`src/design/lkr_pkg.sv`:
```
// ----------------------------------------------------------------------------
// lkr_pkg
// Shared types and codes for the LIFO stack with keyed removal.
// ----------------------------------------------------------------------------
package lkr_pkg;

    localparam int DEPTH_DEF = 16;
    localparam int KEY_W     = 64;
    localparam int COUNT_W   = 5;

    typedef enum logic [1:0] {
        OP_PUSH   = 2'd0,
        OP_POP    = 2'd1,
        OP_REMOVE = 2'd2,
        OP_COUNT  = 2'd3
    } t_op;

    typedef enum logic [1:0] {
        ST_OK        = 2'd0,
        ST_EMPTY     = 2'd1,
        ST_FULL      = 2'd2,
        ST_NOT_FOUND = 2'd3
    } t_status;

    typedef struct packed {
        logic [1:0]       operation;
        logic [KEY_W-1:0] key;
    } t_in_item;

    typedef struct packed {
        logic [1:0]         status;
        logic [KEY_W-1:0]   popped_key;
        logic [COUNT_W-1:0] entry_count;
    } t_out_item;

endpackage

```
`src/design/lkr_ram.sv`:
```
// ----------------------------------------------------------------------------
// lkr_ram
// Generic single-write, single-read RAM with registered read data.
// ----------------------------------------------------------------------------
module lkr_ram #(
    parameter int WIDTH = 64,
    parameter int DEPTH = 16
) (
    input  logic                     i_clk,
    input  logic                     i_we,
    input  logic [$clog2(DEPTH)-1:0] i_waddr,
    input  logic [WIDTH-1:0]         i_wdata,
    input  logic [$clog2(DEPTH)-1:0] i_raddr,
    output logic [WIDTH-1:0]         o_rdata
);

    logic [WIDTH-1:0] r_mem [DEPTH];
    logic [WIDTH-1:0] r_rdata;

    always_ff @(posedge i_clk) begin
        if (i_we) begin
            r_mem[i_waddr] <= i_wdata;
        end
        r_rdata <= r_mem[i_raddr];
    end

    assign o_rdata = r_rdata;

endmodule

```
`src/design/lkr_engine.sv`:
```
// ----------------------------------------------------------------------------
// lkr_engine
// Sequencer around the entry store: push, pop, top-down key search with a
// shared 64-bit compare, and a one-entry-per-cycle gap closing pass.
// ----------------------------------------------------------------------------
module lkr_engine #(
    parameter int DEPTH = lkr_pkg::DEPTH_DEF
) (
    input  logic                 i_clk,
    input  logic                 i_rst_n,
    input  logic                 i_req_valid,
    output logic                 o_req_ready,
    input  lkr_pkg::t_in_item    i_req,
    output logic                 o_res_valid,
    input  logic                 i_res_ready,
    output lkr_pkg::t_out_item   o_res
);

    import lkr_pkg::*;

    localparam int AW = $clog2(DEPTH);
    localparam int CW = $clog2(DEPTH + 1);

    typedef enum logic [4:0] {
        S_IDLE  = 5'b00001,
        S_POPRD = 5'b00010,
        S_SRCH  = 5'b00100,
        S_SHIFT = 5'b01000,
        S_DONE  = 5'b10000
    } t_state;

    t_state           r_state, n_state;
    logic [CW-1:0]    r_fill, n_fill;
    logic [AW-1:0]    r_idx, n_idx;
    logic [KEY_W-1:0] r_key, n_key;
    logic [1:0]       r_status, n_status;
    logic [KEY_W-1:0] r_popped, n_popped;

    logic             ram_we;
    logic [AW-1:0]    ram_waddr;
    logic [KEY_W-1:0] ram_wdata;
    logic [AW-1:0]    ram_raddr;
    logic [KEY_W-1:0] ram_rdata;
    logic             key_match;
    logic [CW-1:0]    fill_dec;
    logic [CW-1:0]    idx_ext;

    lkr_ram #(
        .WIDTH(KEY_W),
        .DEPTH(DEPTH)
    ) u_store (
        .i_clk  (i_clk),
        .i_we   (ram_we),
        .i_waddr(ram_waddr),
        .i_wdata(ram_wdata),
        .i_raddr(ram_raddr),
        .o_rdata(ram_rdata)
    );

    assign key_match = (ram_rdata == r_key);
    assign fill_dec  = r_fill - CW'(1);
    assign idx_ext   = CW'(r_idx);

    always_comb begin
        n_state   = r_state;
        n_fill    = r_fill;
        n_idx     = r_idx;
        n_key     = r_key;
        n_status  = r_status;
        n_popped  = r_popped;
        ram_we    = 1'b0;
        ram_waddr = r_idx;
        ram_wdata = ram_rdata;
        ram_raddr = fill_dec[AW-1:0];
        unique case (r_state)
            S_IDLE: begin
                if (i_req_valid) begin
                    n_key    = i_req.key;
                    n_status = ST_OK;
                    n_popped = '0;
                    n_state  = S_DONE;
                    case (i_req.operation)
                        OP_PUSH: begin
                            if (r_fill == CW'(DEPTH)) begin
                                n_status = ST_FULL;
                            end else begin
                                ram_we    = 1'b1;
                                ram_waddr = r_fill[AW-1:0];
                                ram_wdata = i_req.key;
                                n_fill    = r_fill + CW'(1);
                            end
                        end
                        OP_POP: begin
                            if (r_fill == '0) begin
                                n_status = ST_EMPTY;
                            end else begin
                                n_fill  = fill_dec;
                                n_state = S_POPRD;
                            end
                        end
                        OP_REMOVE: begin
                            if (r_fill == '0) begin
                                n_status = ST_NOT_FOUND;
                            end else begin
                                n_idx   = fill_dec[AW-1:0];
                                n_state = S_SRCH;
                            end
                        end
                        default: begin
                        end
                    endcase
                end
            end
            S_POPRD: begin
                n_popped = ram_rdata;
                n_state  = S_DONE;
            end
            S_SRCH: begin
                if (key_match) begin
                    ram_raddr = r_idx + AW'(1);
                    if (idx_ext + CW'(1) == r_fill) begin
                        n_fill  = fill_dec;
                        n_state = S_DONE;
                    end else begin
                        n_state = S_SHIFT;
                    end
                end else begin
                    ram_raddr = r_idx - AW'(1);
                    if (r_idx == '0) begin
                        n_status = ST_NOT_FOUND;
                        n_state  = S_DONE;
                    end else begin
                        n_idx = r_idx - AW'(1);
                    end
                end
            end
            S_SHIFT: begin
                ram_we    = 1'b1;
                ram_waddr = r_idx;
                ram_wdata = ram_rdata;
                ram_raddr = r_idx + AW'(2);
                if (idx_ext + CW'(2) == r_fill) begin
                    n_fill  = fill_dec;
                    n_state = S_DONE;
                end else begin
                    n_idx = r_idx + AW'(1);
                end
            end
            S_DONE: begin
                if (i_res_ready) begin
                    n_state = S_IDLE;
                end
            end
            default: begin
                n_state = S_IDLE;
            end
        endcase
    end

    always_ff @(posedge i_clk) begin
        if (!i_rst_n) begin
            r_state <= S_IDLE;
            r_fill  <= '0;
        end else begin
            r_state <= n_state;
            r_fill  <= n_fill;
        end
        r_idx    <= n_idx;
        r_key    <= n_key;
        r_status <= n_status;
        r_popped <= n_popped;
    end

    assign o_req_ready       = (r_state == S_IDLE);
    assign o_res_valid       = (r_state == S_DONE);
    assign o_res.status      = r_status;
    assign o_res.popped_key  = r_popped;
    assign o_res.entry_count = COUNT_W'(r_fill);

endmodule

```
`src/design/lifo_stack_with_keyed_removal.sv`:
```
// ----------------------------------------------------------------------------
// lifo_stack_with_keyed_removal
// Bounded LIFO of 64-bit keys with push, pop, remove-by-key and count.
// ----------------------------------------------------------------------------
// One item is processed at a time; each gives one result through an output
// register. Push and count go straight to the done state; pop first reads the
// top entry from the store. Remove reads one entry per cycle from the top down
// through a single 64-bit comparator, then closes the gap moving one entry per
// cycle, both paced by the single store read port. Every item ends in a done
// state that hands its result off before the return to idle.
module lifo_stack_with_keyed_removal #(
    parameter int DEPTH = lkr_pkg::DEPTH_DEF
) (
    input  logic               i_clk,
    input  logic               i_rst_n,
    input  logic               i_in_valid,
    output logic               o_in_ready,
    input  lkr_pkg::t_in_item  i_in_item,
    output logic               o_out_valid,
    input  logic               i_out_ready,
    output lkr_pkg::t_out_item o_out_item
);

    import lkr_pkg::*;

    logic      r_out_valid;
    t_out_item r_out;
    logic      res_valid;
    logic      res_ready;
    t_out_item res;

    lkr_engine #(
        .DEPTH(DEPTH)
    ) u_engine (
        .i_clk      (i_clk),
        .i_rst_n    (i_rst_n),
        .i_req_valid(i_in_valid),
        .o_req_ready(o_in_ready),
        .i_req      (i_in_item),
        .o_res_valid(res_valid),
        .i_res_ready(res_ready),
        .o_res      (res)
    );

    assign res_ready = !r_out_valid || i_out_ready;

    always_ff @(posedge i_clk) begin
        if (!i_rst_n) begin
            r_out_valid <= 1'b0;
        end else if (res_ready) begin
            r_out_valid <= res_valid;
        end
        if (res_ready && res_valid) begin
            r_out <= res;
        end
    end

    assign o_out_valid = r_out_valid;
    assign o_out_item  = r_out;

endmodule

```
`config.mk`:
```
export PLATFORM = sky130hd
export DESIGN_NAME = lifo_stack_with_keyed_removal
export DESIGN_NICKNAME = d
export VERILOG_FILES = /design/src/design/lkr_pkg.sv /design/src/design/lkr_ram.sv /design/src/design/lkr_engine.sv /design/src/design/lifo_stack_with_keyed_removal.sv
export SDC_FILE = /design/constraint.sdc
export NUM_CORES = 2
export LEC_CHECK = 0
export ABC_CLOCK_PERIOD_IN_PS = 8300
export BUFFER_PORTS_ARGS = -buffer_cell sky130_fd_sc_hd__buf_2
export CAP_MARGIN = 20
export CORE_UTILIZATION = 55
export DETAILED_ROUTE_END_ITERATION = 8
export PLACE_DENSITY = 0.72
export SLEW_MARGIN = 10
export SYNTH_ARGS = -nofsm -noshare
export SYNTH_HDL_FRONTEND = slang
export SYNTH_SLANG_ARGS = --single-unit
export TNS_END_PERCENT = 30
```
`constraint.sdc`:
```
create_clock -name i_clk -period 8.3 [get_ports i_clk]
set_input_delay 0.83 -clock i_clk [delete_from_list [all_inputs] [get_ports i_clk]]
set_output_delay 0.83 -clock i_clk [all_outputs]
set_load 0.1 [all_outputs]
```
==> flow_metrics.env <==
export IMPL_core_area_um2=104000
export IMPL_grt_usage_pct=30.8
export IMPL_cts_root_buffer="clkbuf_16"
export IMPL_ctsHoldBuffers=0
export IMPL_die_w_um=326
export IMPL_die_h_um=326
export IMPL_setup_tns_ns=0
export IMPL_hold_path_class="in2reg"
export IMPL_post_place_ws_ns=2.14
export IMPL_reg2reg_from="u_engine.r_key[46]"
export IMPL_timing_rr_end="u_engine.u_store.o_rdata[15]"
export IMPL_routedWlPerCell_um=30.3
export IMPL_route_detailed_drc=0
export IMPL_reg2reg_depth=10
export IMPL_sequentialPowerShare_pct=38.9
export IMPL_yosysSeqAreaShare_pct=66.4
export IMPL_rrSetupSlack_ns=1.93
export IMPL_internal_power_mw=14.6
export IMPL_h_tree_depth=4
export IMPL_crit_buf_inv=1
export IMPL_grt_overflow=0
export IMPL_start_util_pct=55.7
export IMPL_synth_avg_cell_area_um2=14.5
export IMPL_clkTransAtPathRegs_ns=0.07
export IMPL_io_pins=143
export IMPL_nFillCells=7456
export IMPL_ant_nets=0
export IMPL_setup_viol=0
export IMPL_vias=38049
export IMPL_slew_violations=0
export IMPL_critical_path_class="reg2reg"
export IMPL_synth_cell_area_um2=57800
export IMPL_swShare_pct=35.8
export IMPL_path_max_fanout=65
export IMPL_min_from="i_in_item[28]"
export IMPL_synth_cells=3973
export IMPL_cts_repair_resized=0
export IMPL_power_density_nw_per_um2=353
export IMPL_setup_ws_ns=1.93
export IMPL_yosys_area_top_type="edfxtp_1"
export IMPL_status="completed"
export IMPL_synth_ff_type="edfxtp_1"
export IMPL_cts_tree="built"
export IMPL_synth_most_common_cell="edfxtp_1"
export IMPL_worstPathRequired_ns=8.87
export IMPL_hpwl_um=85700
export IMPL_final_min_period_over_clock_period_pct=76.7
export IMPL_max_stage_delay_ns=0.99
export IMPL_slew_limit_headroom_pct=19.5
export IMPL_skew_ns=0.0332
export IMPL_grt_pass1_wl_um=241000
export IMPL_p_switching_mw=8.11
export IMPL_synth_edff_count=1229
export IMPL_synth_common_cells="edfxtp_1 (1,229), mux2i_1 (579), nor2_1 (297)"
export IMPL_path_delay_family="simple AND/OR/NAND/NOR gates"
export IMPL_netlist_area_leader_share_pct=63.9
export IMPL_ys_ff_latch=1304
export IMPL_period_needed_ns=6.37
export IMPL_async_flop_share_pct=0
export IMPL_via_per_inst=6.94
export IMPL_cts_buffers=134
export IMPL_min_path_cells=1
export IMPL_rsz0062_at_grt="false"
export IMPL_worst_setup_path_start_kind="register"
export IMPL_setup_worst_path_end_class="register"
export IMPL_cts_setup_buffers=0
export IMPL_wl_um=166000
export IMPL_tightestPinTransition_ns=1.21
export IMPL_cts_sinks=1304
export IMPL_clk_latency_ns=0.76
export IMPL_clock_fmax_ghz=0.157
export IMPL_yosys_warnings=0
export IMPL_synth_fp_nets=4055
export IMPL_synth_top_cells_by_area="edfxtp_1 (64%), mux2i_1 (10%), dfxtp_1 (2.6%)"
export IMPL_grt_start_max_net_pins=171
export IMPL_hold_end="u_engine.r_key[28]"
export IMPL_rows=118
export IMPL_grt_pass1_vias=36851
export IMPL_drive_above_1_share_pct=14.2
export IMPL_first_pass_iters=8
export IMPL_p_clk_share_pct=27.1
export IMPL_ys_types=61
export IMPL_clockBufferDepth=3
export IMPL_drv_cap=0
export IMPL_leakagePower_nw=20.2
export IMPL_antenna_found_initial=10
export IMPL_nNetsFinal=4075
export IMPL_drt_initial_drc_count=6388
export IMPL_ir_drop_mv=0.388
export IMPL_synthToLayoutAreaGrowth_pct=11.3
export IMPL_crit_arrival_ns=6.94
export IMPL_hold_violations=0
export IMPL_crit_path_cell_trace="xor2_1 > nor4_1 > nand4_1 > nor4_4 > mux2i_4 > buf_4 > nand2_8 > mux4_2 > a221oi_1 > mux2i_1"
export IMPL_cpMaxStageDelayCell="nor4_1"
export IMPL_pwr_share_comb_pct=34.0
export IMPL_portBuffers=142
export IMPL_place_gp_congestion=0.877
export IMPL_dieArea_um2=106000
## placed cells by master, fill, tap and decap left out, drive strengths merged, types with 6 or more instances in the layout
master	n
and2	70
nor4	17
mux4	64
nand4	6
a2111oi	65
edfxtp	1229
nand2	271
xnor2	12
xor2	70
mux2	65
clkinv	42
a22oi	128
bufinv	13
dfxtp	75
inv	15
buf	214
a222oi	128
ha	12
o21ai	74
a31oi	8
a211oi	65
a21oi	204
o32ai	63
nor3	10
mux2i	579
a221oi	67
clkbuf	181
nor2	298
## flip-flops by register name, indices dropped and copies added, names as in the netlist
signal                    count
u_engine.u_store.r_mem     1024
o_out_item                   71
u_engine.r_key               64
u_engine.r_popped            64
u_engine.u_store.o_rdata     64
u_engine.r_fill               5
u_engine.r_state              5
u_engine.r_idx                4
u_engine.r_status             2
o_out_valid                   1
## layout make-up
class	instances	area (µm²)	area share [%]
tap	1380	1730	2.68
timing repair buffer	214	1490	2.31
inverter	11	43.8	0.0681
clock inverter	62	704	1.09
multi-input combinational	2328	18200	28.2
sequential	1304	38400	59.7
antenna	3	7.51	0.0117
clock buffer	181	3800	5.90
## power groups by stage
| stage | Combinational, mW | Clock (mW) | Sequential, mW |
|---|---|---|---|
| after floorplan | 5.19 | 0 | 9.00 |
| after global placement | 7.41 | 0 | 8.95 |
| after detailed placement | 7.52 | 0 | 8.96 |
| after CTS | 7.56 | 6.19 | 8.82 |
| after global routing | 8.12 | 6.43 | 8.87 |
| final | 7.71 | 6.15 | 8.83 |
## layer usage
metal  vias up  part of all wire, %  routed length [µm]  GRT usage, %
met2      2728                   46               76600          47.9
met4         6                  3.7                6120          12.2
met3       417                   12               19700          6.46
met1     19043                   38               64000          42.5
met5         -                0.022                  36             0
li1      15855                    -                   -             -
## metrics by stage
stage / area, µm² / instances / hold WS, ns / power, mW / utilization (%)
after CTS: 64300 / 5479 / 0.230 / 22.6 / 62.0
after floorplan: 57800 / 3973 / 0.400 / 14.2 / -
after global placement: 59800 / 5235 / 0.400 / 16.4 / 57.6
after global routing: 64300 / 5480 / 0.243 / 23.4 / 62.0
final: 64300 / 5483 / 0.259 / 22.7 / 62.0
after detailed placement: 59800 / 5236 / 0.405 / 16.5 / 57.6
## cell families after synthesis
kind of cell	after synthesis	share of synthesized area, %
AND/OR/NAND/NOR	698	5.12
XOR/XNOR	82	1.24
adder cells (fa/ha/maj)	12	0.260
multiplexers	708	13.8
flip-flops	1304	66.4
AO/OA/AOI/OAI	828	10.5
buffers and inverters	341	2.62
## worst max path at each step
stage,start,depth (start not counted),end,slack [ns]
6_report,u_engine.r_key[46],10,u_engine.u_store.o_rdata[15],1.93
5_1_grt,u_engine.r_key[46],10,u_engine.u_store.o_rdata[26],1.86
4_1_cts,u_engine.r_key[46],10,u_engine.u_store.o_rdata[15],2.08
3_5_place_dp,u_engine.r_key[46],10,u_engine.u_store.o_rdata[58],2.14
3_3_place_gp,u_engine.r_key[46],10,u_engine.u_store.o_rdata[30],2.26
2_1_floorplan,u_engine.r_state[3],13,u_engine.u_store.r_mem[9][0],0.69
Note: power is estimated with default switching activity, not from simulation.
